## src/sv/fhx_pkg.sv

```systemverilog
// ----------------------------------------------------------------------------
// fhx_pkg: shared types and constants for the hex-float text formatter
// Character codes, controller states, datapath command and status records.
// ----------------------------------------------------------------------------
package fhx_pkg;

    localparam int RAW_W  = 64;
    localparam int CHAR_W = 8;
    localparam int FRAC_W = 52;
    localparam int EXP_W  = 11;
    localparam int MAG_W  = 10;
    localparam int PLC_W  = 2;

    localparam logic [CHAR_W-1:0] CH_MINUS = 8'h2D;
    localparam logic [CHAR_W-1:0] CH_PLUS  = 8'h2B;
    localparam logic [CHAR_W-1:0] CH_DOT   = 8'h2E;
    localparam logic [CHAR_W-1:0] CH_ZERO  = 8'h30;
    localparam logic [CHAR_W-1:0] CH_ONE   = 8'h31;
    localparam logic [CHAR_W-1:0] CH_NINE  = 8'h39;
    localparam logic [CHAR_W-1:0] CH_X     = 8'h78;
    localparam logic [CHAR_W-1:0] CH_P     = 8'h70;
    localparam logic [CHAR_W-1:0] CH_A     = 8'h61;
    localparam logic [CHAR_W-1:0] CH_F     = 8'h66;
    localparam logic [CHAR_W-1:0] CH_I     = 8'h69;
    localparam logic [CHAR_W-1:0] CH_N     = 8'h6E;

    typedef enum logic [3:0] {
        S_IDLE,
        S_SIGN,
        S_SPEC,
        S_ZERO,
        S_X,
        S_LEAD,
        S_DOT,
        S_FRAC,
        S_P,
        S_ESIGN,
        S_DIGIT
    } t_fhx_state;

    typedef enum logic [3:0] {
        SEL_MINUS,
        SEL_SPEC,
        SEL_ZERO,
        SEL_X,
        SEL_LEAD,
        SEL_DOT,
        SEL_NIB,
        SEL_P,
        SEL_ESIGN,
        SEL_DIGIT
    } t_fhx_sel;

    typedef struct packed {
        logic       load;
        logic       emit;
        logic       last;
        t_fhx_sel   sel;
        logic [1:0] spec_idx;
        logic       frac_shift;
        logic       exp_step;
    } t_fhx_cmd;

    typedef struct packed {
        logic out_free;
        logic neg;
        logic exp_ones;
        logic frac_zero;
        logic rest_zero;
        logic last_place;
    } t_fhx_stat;

endpackage

```

## src/sv/fhx_if.sv

```systemverilog
// ----------------------------------------------------------------------------
// fhx_in_if / fhx_out_if: valid-ready channels of the formatter
// Input carries one float bit pattern, output carries one character.
// ----------------------------------------------------------------------------
interface fhx_in_if;
    logic        valid;
    logic        ready;
    logic [63:0] raw_bits;
    logic        is_double;

    modport source (output valid, output raw_bits, output is_double, input ready);
    modport sink   (input valid, input raw_bits, input is_double, output ready);
endinterface

interface fhx_out_if;
    logic       valid;
    logic       ready;
    logic [7:0] char_out;
    logic       last_char;

    modport source (output valid, output char_out, output last_char, input ready);
    modport sink   (input valid, input char_out, input last_char, output ready);
endinterface

```

## src/sv/fhx_ctrl.sv

```systemverilog
// ----------------------------------------------------------------------------
// fhx_ctrl: formatter sequencer
// Walks through the fields of the text and commands one character per step.
// ----------------------------------------------------------------------------
module fhx_ctrl (
    input  logic              i_clk,
    input  logic              i_rst_n,
    input  logic              i_in_valid,
    output logic              o_in_ready,
    input  fhx_pkg::t_fhx_stat i_stat,
    output fhx_pkg::t_fhx_cmd  o_cmd
);
    import fhx_pkg::*;

    t_fhx_state r_state, n_state;
    logic [1:0] r_cnt, n_cnt;

    always_ff @(posedge i_clk) begin
        if (!i_rst_n) begin
            r_state <= S_IDLE;
            r_cnt   <= '0;
        end else begin
            r_state <= n_state;
            r_cnt   <= n_cnt;
        end
    end

    always_comb begin
        n_state          = r_state;
        n_cnt            = r_cnt;
        o_in_ready       = 1'b0;
        o_cmd.load       = 1'b0;
        o_cmd.emit       = 1'b0;
        o_cmd.last       = 1'b0;
        o_cmd.sel        = SEL_MINUS;
        o_cmd.spec_idx   = r_cnt;
        o_cmd.frac_shift = 1'b0;
        o_cmd.exp_step   = 1'b0;
        case (r_state)
            S_IDLE: begin
                o_in_ready = 1'b1;
                if (i_in_valid) begin
                    o_cmd.load = 1'b1;
                    n_cnt      = '0;
                    n_state    = S_SIGN;
                end
            end
            S_SIGN: begin
                // A positive value starts directly with its first body character.
                if (i_stat.out_free) begin
                    o_cmd.emit = 1'b1;
                    if (i_stat.neg) begin
                        o_cmd.sel = SEL_MINUS;
                        n_state   = i_stat.exp_ones ? S_SPEC : S_ZERO;
                    end else if (i_stat.exp_ones) begin
                        o_cmd.sel = SEL_SPEC;
                        n_cnt     = 2'd1;
                        n_state   = S_SPEC;
                    end else begin
                        o_cmd.sel = SEL_ZERO;
                        n_state   = S_X;
                    end
                end
            end
            S_SPEC: begin
                if (i_stat.out_free) begin
                    o_cmd.emit = 1'b1;
                    o_cmd.sel  = SEL_SPEC;
                    if (r_cnt == 2'd2) begin
                        o_cmd.last = 1'b1;
                        n_state    = S_IDLE;
                    end else begin
                        n_cnt = r_cnt + 2'd1;
                    end
                end
            end
            S_ZERO: begin
                if (i_stat.out_free) begin
                    o_cmd.emit = 1'b1;
                    o_cmd.sel  = SEL_ZERO;
                    n_state    = S_X;
                end
            end
            S_X: begin
                if (i_stat.out_free) begin
                    o_cmd.emit = 1'b1;
                    o_cmd.sel  = SEL_X;
                    n_state    = S_LEAD;
                end
            end
            S_LEAD: begin
                if (i_stat.out_free) begin
                    o_cmd.emit = 1'b1;
                    o_cmd.sel  = SEL_LEAD;
                    n_state    = i_stat.frac_zero ? S_P : S_DOT;
                end
            end
            S_DOT: begin
                if (i_stat.out_free) begin
                    o_cmd.emit = 1'b1;
                    o_cmd.sel  = SEL_DOT;
                    n_state    = S_FRAC;
                end
            end
            S_FRAC: begin
                // Nibbles go out until only zero nibbles remain below.
                if (i_stat.out_free) begin
                    o_cmd.emit       = 1'b1;
                    o_cmd.sel        = SEL_NIB;
                    o_cmd.frac_shift = 1'b1;
                    if (i_stat.rest_zero) begin
                        n_state = S_P;
                    end
                end
            end
            S_P: begin
                if (i_stat.out_free) begin
                    o_cmd.emit = 1'b1;
                    o_cmd.sel  = SEL_P;
                    n_state    = S_ESIGN;
                end
            end
            S_ESIGN: begin
                if (i_stat.out_free) begin
                    o_cmd.emit = 1'b1;
                    o_cmd.sel  = SEL_ESIGN;
                    n_state    = S_DIGIT;
                end
            end
            S_DIGIT: begin
                if (i_stat.out_free) begin
                    o_cmd.emit     = 1'b1;
                    o_cmd.sel      = SEL_DIGIT;
                    o_cmd.exp_step = 1'b1;
                    if (i_stat.last_place) begin
                        o_cmd.last = 1'b1;
                        n_state    = S_IDLE;
                    end
                end
            end
            default: begin
                n_state = S_IDLE;
            end
        endcase
    end

endmodule

```

## src/sv/fhx_dp.sv

```systemverilog
// ----------------------------------------------------------------------------
// fhx_dp: formatter datapath
// Field decode, fraction nibble shifter, decimal exponent digits, output register.
// ----------------------------------------------------------------------------
module fhx_dp (
    input  logic                              i_clk,
    input  logic                              i_rst_n,
    input  logic [fhx_pkg::RAW_W-1:0]         i_raw_bits,
    input  logic                              i_is_double,
    input  fhx_pkg::t_fhx_cmd                 i_cmd,
    output fhx_pkg::t_fhx_stat                o_stat,
    input  logic                              i_out_ready,
    output logic                              o_out_valid,
    output logic [fhx_pkg::CHAR_W-1:0]        o_char_out,
    output logic                              o_last_char
);
    import fhx_pkg::*;

    localparam logic [EXP_W-1:0] D_ONES = 11'h7FF;
    localparam logic [EXP_W-1:0] D_BIAS = 11'h3FF;
    localparam logic [EXP_W-1:0] S_ONES = 11'h0FF;
    localparam logic [EXP_W-1:0] S_BIAS = 11'h07F;
    localparam logic [13:0] POW10 [4] = '{14'd1, 14'd10, 14'd100, 14'd1000};

    // Decoded value
    logic              r_neg, r_exp_ones, r_exp_zero, r_eneg;
    logic [FRAC_W-1:0] r_frac;
    logic [MAG_W-1:0]  r_mag;
    logic [PLC_W-1:0]  r_place;

    // Output register
    logic              r_ovalid, r_olast;
    logic [CHAR_W-1:0] r_ochar;

    logic              d_neg;
    logic [EXP_W-1:0]  d_expf, d_ones, d_bias, d_diff;
    logic [FRAC_W-1:0] d_frac;
    logic              d_eneg;
    logic [MAG_W-1:0]  d_mag;
    logic [PLC_W-1:0]  d_place;

    logic [3:0]        dig;
    logic [13:0]       dig_sub;
    logic [13:0]       kp;
    logic [3:0]        nib;
    logic [CHAR_W-1:0] ch;
    logic              out_free;

    always_comb begin
        if (i_is_double) begin
            d_neg  = i_raw_bits[63];
            d_expf = i_raw_bits[62:52];
            d_frac = i_raw_bits[51:0];
            d_ones = D_ONES;
            d_bias = D_BIAS;
        end else begin
            // Single fraction is shown as six nibbles, left aligned.
            d_neg  = i_raw_bits[31];
            d_expf = {3'b000, i_raw_bits[30:23]};
            d_frac = {i_raw_bits[22:0], 29'd0};
            d_ones = S_ONES;
            d_bias = S_BIAS;
        end
        if (d_expf == '0) begin
            d_eneg = 1'b0;
            d_diff = '0;
        end else if (d_expf >= d_bias) begin
            d_eneg = 1'b0;
            d_diff = d_expf - d_bias;
        end else begin
            d_eneg = 1'b1;
            d_diff = d_bias - d_expf;
        end
        d_mag = d_diff[MAG_W-1:0];
        if (d_mag >= 10'd1000) begin
            d_place = 2'd3;
        end else if (d_mag >= 10'd100) begin
            d_place = 2'd2;
        end else if (d_mag >= 10'd10) begin
            d_place = 2'd1;
        end else begin
            d_place = 2'd0;
        end
    end

    // One decimal digit per step: largest multiple of the place weight that fits.
    always_comb begin
        dig     = '0;
        dig_sub = '0;
        kp      = '0;
        for (int k = 1; k <= 9; k++) begin
            kp = POW10[r_place] * 14'(k);
            if ({4'd0, r_mag} >= kp) begin
                dig     = 4'(k);
                dig_sub = kp;
            end
        end
    end

    assign nib      = r_frac[FRAC_W-1 -: 4];
    assign out_free = !r_ovalid || i_out_ready;

    always_comb begin
        case (i_cmd.sel)
            SEL_MINUS: ch = CH_MINUS;
            SEL_SPEC: begin
                case (i_cmd.spec_idx)
                    2'd0:    ch = (r_frac == '0) ? CH_I : CH_N;
                    2'd1:    ch = (r_frac == '0) ? CH_N : CH_A;
                    default: ch = (r_frac == '0) ? CH_F : CH_N;
                endcase
            end
            SEL_ZERO:  ch = CH_ZERO;
            SEL_X:     ch = CH_X;
            SEL_LEAD:  ch = r_exp_zero ? CH_ZERO : CH_ONE;
            SEL_DOT:   ch = CH_DOT;
            SEL_NIB:   ch = (nib < 4'd10) ? (CH_ZERO + {4'd0, nib})
                                          : (CH_A + {4'd0, nib} - 8'd10);
            SEL_P:     ch = CH_P;
            SEL_ESIGN: ch = r_eneg ? CH_MINUS : CH_PLUS;
            SEL_DIGIT: ch = CH_ZERO + {4'd0, dig};
            default:   ch = CH_ZERO;
        endcase
    end

    always_ff @(posedge i_clk) begin
        if (i_cmd.load) begin
            r_neg      <= d_neg;
            r_exp_ones <= (d_expf == d_ones);
            r_exp_zero <= (d_expf == '0);
            r_frac     <= d_frac;
            r_eneg     <= d_eneg;
            r_mag      <= d_mag;
            r_place    <= d_place;
        end else begin
            if (i_cmd.frac_shift) begin
                r_frac <= {r_frac[FRAC_W-5:0], 4'd0};
            end
            if (i_cmd.exp_step) begin
                r_mag   <= r_mag - dig_sub[MAG_W-1:0];
                r_place <= r_place - 2'd1;
            end
        end
    end

    always_ff @(posedge i_clk) begin
        if (!i_rst_n) begin
            r_ovalid <= 1'b0;
        end else if (i_cmd.emit) begin
            r_ovalid <= 1'b1;
        end else if (i_out_ready) begin
            r_ovalid <= 1'b0;
        end
    end

    always_ff @(posedge i_clk) begin
        if (i_cmd.emit) begin
            r_ochar <= ch;
            r_olast <= i_cmd.last;
        end
    end

    assign o_stat.out_free   = out_free;
    assign o_stat.neg        = r_neg;
    assign o_stat.exp_ones   = r_exp_ones;
    assign o_stat.frac_zero  = (r_frac == '0);
    assign o_stat.rest_zero  = (r_frac[FRAC_W-5:0] == '0);
    assign o_stat.last_place = (r_place == '0);

    assign o_out_valid = r_ovalid;
    assign o_char_out  = r_ochar;
    assign o_last_char = r_olast;

endmodule

```

## src/sv/float_to_hex_text_core.sv

```systemverilog
// After the transfer in, the decoded fields are registered, then the first character is written to the
// output register once it is free. Throughput: one character per cycle while the output is ready;
// a value has at most 24 characters, all sent through the single output character port.
// A new value is taken while the last character of the previous one waits.
// Reset (synchronous, active low) clears the sequencer and the output valid flag.
// ----------------------------------------------------------------------------
// float_to_hex_text_core: IEEE-754 hexadecimal float text formatter
// Turns a single or double bit pattern into a stream of ASCII characters.
// ----------------------------------------------------------------------------
module float_to_hex_text_core (
    input  logic       i_clk,
    input  logic       i_rst_n,
    fhx_in_if.sink     i_in,
    fhx_out_if.source  o_out
);
    import fhx_pkg::*;

    t_fhx_cmd  cmd;
    t_fhx_stat stat;
    logic      in_ready;

    fhx_ctrl u_ctrl (
        .i_clk      (i_clk),
        .i_rst_n    (i_rst_n),
        .i_in_valid (i_in.valid),
        .o_in_ready (in_ready),
        .i_stat     (stat),
        .o_cmd      (cmd)
    );

    fhx_dp u_dp (
        .i_clk       (i_clk),
        .i_rst_n     (i_rst_n),
        .i_raw_bits  (i_in.raw_bits),
        .i_is_double (i_in.is_double),
        .i_cmd       (cmd),
        .o_stat      (stat),
        .i_out_ready (o_out.ready),
        .o_out_valid (o_out.valid),
        .o_char_out  (o_out.char_out),
        .o_last_char (o_out.last_char)
    );

    assign i_in.ready = in_ready;

    // Only one value is in work at a time.
    a_one_in_flight: assert property (@(posedge i_clk) disable iff (!i_rst_n)
        i_in.valid && i_in.ready |=> !i_in.ready)
        else $error("input taken while a value is still being formatted");

    // While idle, a pending character can only be the end of the previous value.
    a_idle_pending_last: assert property (@(posedge i_clk) disable iff (!i_rst_n)
        i_in.ready && o_out.valid |-> o_out.last_char)
        else $error("idle with an unfinished character sequence");

    // Text always ends with inf, nan or an exponent digit.
    a_last_char_kind: assert property (@(posedge i_clk) disable iff (!i_rst_n)
        o_out.valid && o_out.last_char |->
            (o_out.char_out == CH_F) || (o_out.char_out == CH_N) ||
            ((o_out.char_out >= CH_ZERO) && (o_out.char_out <= CH_NINE)))
        else $error("final character is not a valid terminator");

endmodule
```

## src/flat_wrapper.sv

```systemverilog
// flat-port wrapper written by rule: the top's interface ports become plain ports
module float_to_hex_text_core_flat import fhx_pkg::*;
  (i_clk, i_rst_n, i_in_valid, i_in_raw_bits, i_in_is_double, i_in_ready, o_out_valid, o_out_char_out, o_out_last_char, o_out_ready);
  fhx_in_if i_in_i ();
  fhx_out_if o_out_i ();
  input  logic i_clk;
  input  logic i_rst_n;
  input wire logic [$bits(i_in_i.valid)-1:0] i_in_valid;
  input wire logic [$bits(i_in_i.raw_bits)-1:0] i_in_raw_bits;
  input wire logic [$bits(i_in_i.is_double)-1:0] i_in_is_double;
  output wire logic [$bits(i_in_i.ready)-1:0] i_in_ready;
  output wire logic [$bits(o_out_i.valid)-1:0] o_out_valid;
  output wire logic [$bits(o_out_i.char_out)-1:0] o_out_char_out;
  output wire logic [$bits(o_out_i.last_char)-1:0] o_out_last_char;
  input wire logic [$bits(o_out_i.ready)-1:0] o_out_ready;
  assign i_in_i.valid = i_in_valid;
  assign i_in_i.raw_bits = i_in_raw_bits;
  assign i_in_i.is_double = i_in_is_double;
  assign i_in_ready = i_in_i.ready;
  assign o_out_valid = o_out_i.valid;
  assign o_out_char_out = o_out_i.char_out;
  assign o_out_last_char = o_out_i.last_char;
  assign o_out_i.ready = o_out_ready;
  float_to_hex_text_core u_core (.i_clk(i_clk), .i_rst_n(i_rst_n), .i_in(i_in_i), .o_out(o_out_i));
endmodule
```

## config.mk

```make
export PLATFORM = sky130hd
export DESIGN_NAME = float_to_hex_text_core_flat
export DESIGN_NICKNAME = d
export VERILOG_FILES = /design/src/sv/fhx_pkg.sv /design/src/sv/fhx_if.sv /design/src/sv/fhx_ctrl.sv /design/src/sv/fhx_dp.sv /design/src/sv/float_to_hex_text_core.sv /design/src/flat_wrapper.sv
export SDC_FILE = /design/constraint.sdc
export NUM_CORES = 1
export LEC_CHECK = 0
export BUFFER_PORTS_ARGS = -buffer_cell sky130_fd_sc_hd__buf_4
export CORE_MARGIN = 4
export CORE_UTILIZATION = 50
export CTS_CLUSTER_SIZE = 28
export DETAILED_ROUTE_END_ITERATION = 10
export GPL_ROUTABILITY_DRIVEN = 0
export MAX_ROUTING_LAYER = met4
export PLACE_DENSITY_LB_ADDON = 0.3
export SLEW_MARGIN = 20
export SYNTH_ARGS = -nofsm -noshare
export SYNTH_HDL_FRONTEND = slang
export SYNTH_HIERARCHICAL = 1
export SYNTH_SLANG_ARGS = --single-unit
export TNS_END_PERCENT = 10
```

## constraint.sdc

```tcl
create_clock -name i_clk -period 8.4 [get_ports i_clk]
set_clock_uncertainty 0.1 [all_clocks]
set_input_delay 0.84 -clock i_clk [delete_from_list [all_inputs] [get_ports i_clk]]
set_output_delay 0.84 -clock i_clk [all_outputs]
set_load 0.1 [all_outputs]
```

==> metrics.cfg <==
[clock_tree]
clock_sinks = 83
cts_tree = yes
cts_resized = 0
cts_setup_buffers = 0
numCtsBuffers = 9
htree_levels = 3
path_clk_slew_ps = 70
root_buffer = clkbuf_16
cts_hold_buf = 0
clockBufferDepth = 2
clock_latency_ps = 350

[setup_path]
r2r-start = u_core/u_dp/r_place[1]
cpPeakStageDelay_ps = 650
regToRegSetupSlack_ps = 1170
cp-startpoint = u_core/u_dp/r_place[1]
crit_path_start_kind = register
reg2regPathDepth = 25
path_class = reg2reg
cp_max_fo = 15
cp-end-kind = register
endpoint = u_core/u_dp/r_mag[8]
cpMaxStageDelayCell = ha_1
reg2reg_to = u_core/u_dp/r_mag[8]
arrival_ps = 7210
required_ps = 8390
cpMostUsedCell = ha_1

[cells_and_area]
drive_above_1_share = 0.124
stdcell_count = 1222
syn_to_final_growth_pct = 11.7
layout.nets = 1155

[route]
drt_iter0_drc = 805
viasPerCell = 6.24
wire_per_inst_um = 18.5
finalWirelength_um = 22600
drt_pass1_iterations = 5
vias = 7629
ant_nets = 0
remaining_drc_errors = 0

[global_routing]
antenna_found_initial = 1
first_global_vias = 7073
grt_use_met2 = 0.386
grt-ovfl-total = 0
grt_usage = 0.251
top_usage_layer = met2
grtUsageMet3 = 0.0520
grt_first_pass_wirelength_um = 35900
met1_usage = 0.337
grt_max_degree = 64

[placement]
dp_cells = 1205
io_buffer_count = 78
dpl.hpwl_um = 16900
post-place-ws_ps = 1320

[yosys]
synthArstFlopShare = 0
synth_flop_cell = edfxtp_1
netlist_instances = 956
netlist_area_um2 = 8160
ys_types = 88
avgSynthCellArea_um2 = 8.53
synth.ff_latch_count = 83
mappedNetlistNets = 1111
ys_seq_area_frac = 0.297
yosys_warnings = 6
synth_edf_count = 76

[timing]
setup_viol = 0
finalMaxSlewViolations = 0
tightest_slew_ps = 786
final.setup.tns_ps = 0
relSlewSlack = 0.476
hold_viol = 0
worst_slack_ps = 1170
rsz0062_at_grt = false
fmax_mhz = 138
period_share = 0.860
fin_crit_ps = 7230

[floorplan]
io_pins = 80
core_um2 = 15900
die_h_um = 136
fp-row-count = 46
start_util = 0.512
die-area_um2 = 18400
die_w_um = 136

[run_status]
status = finished clean

[min_path]
hold_class = reg2reg
min_from = u_core/u_ctrl/r_cnt[0]

[run]
maxCapViolCount = 0

cell type report:
cell class,instances,area (um2)
fillers,1458,6830
multi-input cells,757,5240
flip-flops and latches,83,2420
repair buffers,83,623
well taps,216,270
inverters,66,248
clock buffers,9,225
clock inverters,7,73.8
diodes,1,2.50
cells in the mapped netlist, types with 4 or more instances:
library cell  instances  area, um2
xor2_1                4       35.0
nor2_1               73        274
and3_1               10       62.6
o21a_1                5       37.5
nor2b_1              14       87.6
a311o_1               6       60.1
xnor2_1              15        131
nand2_1              78        293
a21o_1               16        120
o211ai_1             12       90.1
buf_2                 9       45.0
mux2i_1              39        390
a21boi_0              5       37.5
o31a_1                6       52.6
nand3_1              29        145
o21ai_0              64        320
dfxtp_1               7        140
a211oi_1              9       67.6
or3_1                 5       31.3
or2_2                 9       56.3
o21bai_1              6       45.0
a31oi_1              10       62.6
nor4_1               14       87.6
buf_4                 6       45.0
o221ai_1              4       35.0
nor3_1               24        120
o311ai_0              4       35.0
edfxtp_1             76       2280
nand4b_1              4       35.0
and2_1                7       43.8
a221oi_1              4       35.0
clkbuf_1             26       97.6
a21oi_1              77        385
nand2b_1             16        100
inv_1                65        244
nand4_1              21        131
ha_1                 84       1050
or4_1                 5       37.5
a211o_1               4       35.0
o22ai_1               5       31.3
o31ai_1               6       45.0
buf_1                 6       22.5
worst min path at each step:
stage	end	slack, ps	depth (start not counted)
6_report	u_core/u_ctrl/r_cnt[0]	430	2
5_1_grt	u_core/u_ctrl/r_cnt[0]	470	2
4_1_cts	u_core/u_ctrl/r_cnt[0]	430	2
3_5_place_dp	u_core/u_ctrl/r_cnt[0]	420	2
3_3_place_gp	u_core/u_ctrl/r_cnt[1]	420	2
2_1_floorplan	u_core/u_ctrl/r_cnt[1]	380	2
cell usage in the layout (no fill, tap or decap), types with 7 or more instances in the layout:
cell type	netlist	routed
or2_2	9	9
nor3_1	24	24
a21oi_1	77	77
and3_1	10	10
a21o_1	16	16
nor2b_1	14	14
nand2_1	78	78
buf_4	6	83
xnor2_1	15	15
nor4_1	14	14
nand2b_1	16	16
nand3_1	29	29
inv_1	65	65
o21ai_0	64	64
a31oi_1	10	10
mux2i_1	39	39
o211ai_1	12	12
edfxtp_1	76	76
dfxtp_1	7	7
a211oi_1	9	9
nor2_1	73	73
ha_1	84	84
nand4_1	21	21
clkbuf_16	0	9
registers in the layout (all words and copies together) (netlist names):
register                 cells
u_core/u_dp/o_char_out       7
u_core/u_dp/o_out_valid      1
u_core/u_ctrl/r_cnt          2
u_core/u_dp/r_exp_ones       1
u_core/u_dp/r_frac          52
u_core/u_dp/r_place          2
u_core/u_ctrl/r_state        4
u_core/u_dp/r_eneg           1
u_core/u_dp/r_mag           10
u_core/u_dp/r_exp_zero       1
u_core/u_dp/r_neg            1
u_core/u_dp/o_last_char      1
critical path, delay by kind of cell (launching register included):
family / cells / cell delay, ps
flops: 1 / 610
fa+ha+maj: 6 / 2310
xor+xnor: 2 / 330
compound gates: 10 / 2170
buf+inv: 2 / 500
mux: 1 / 80
simple gates: 4 / 850
logic make-up after synthesis:
group | after synthesis | synth area share
mux | 41 | 0.0506
flops | 83 | 0.297
buf+inv | 116 | 0.0603
simple gates | 326 | 0.202
xor+xnor | 19 | 0.0204
other cells | 2 | 0.000921
fa+ha+maj | 86 | 0.134
compound gates | 283 | 0.235
per-layer routing:
| layer | wire length (um) | vias to the layer above |
|---|---|---|
| met1 | 9860 | 3555 |
| li1 | - | 3669 |
| met4 | 540 | 0 |
| met3 | 1970 | 50 |
| met5 | 0 | - |
| met2 | 10200 | 355 |
stage by stage:
step                instance area, um2  hold WS [ps]  utilization
finish                            9110           432        0.571
detailed placement                8810           422        0.552
CTS                               9110           431        0.571
floorplan                         8160           382            -
global route                      9110           471        0.571
global placement                  8810           420        0.552
Power is left out: the tool's default activity adds up to more than one toggle a clock period on the data nets, which glitch-free logic cannot reach.
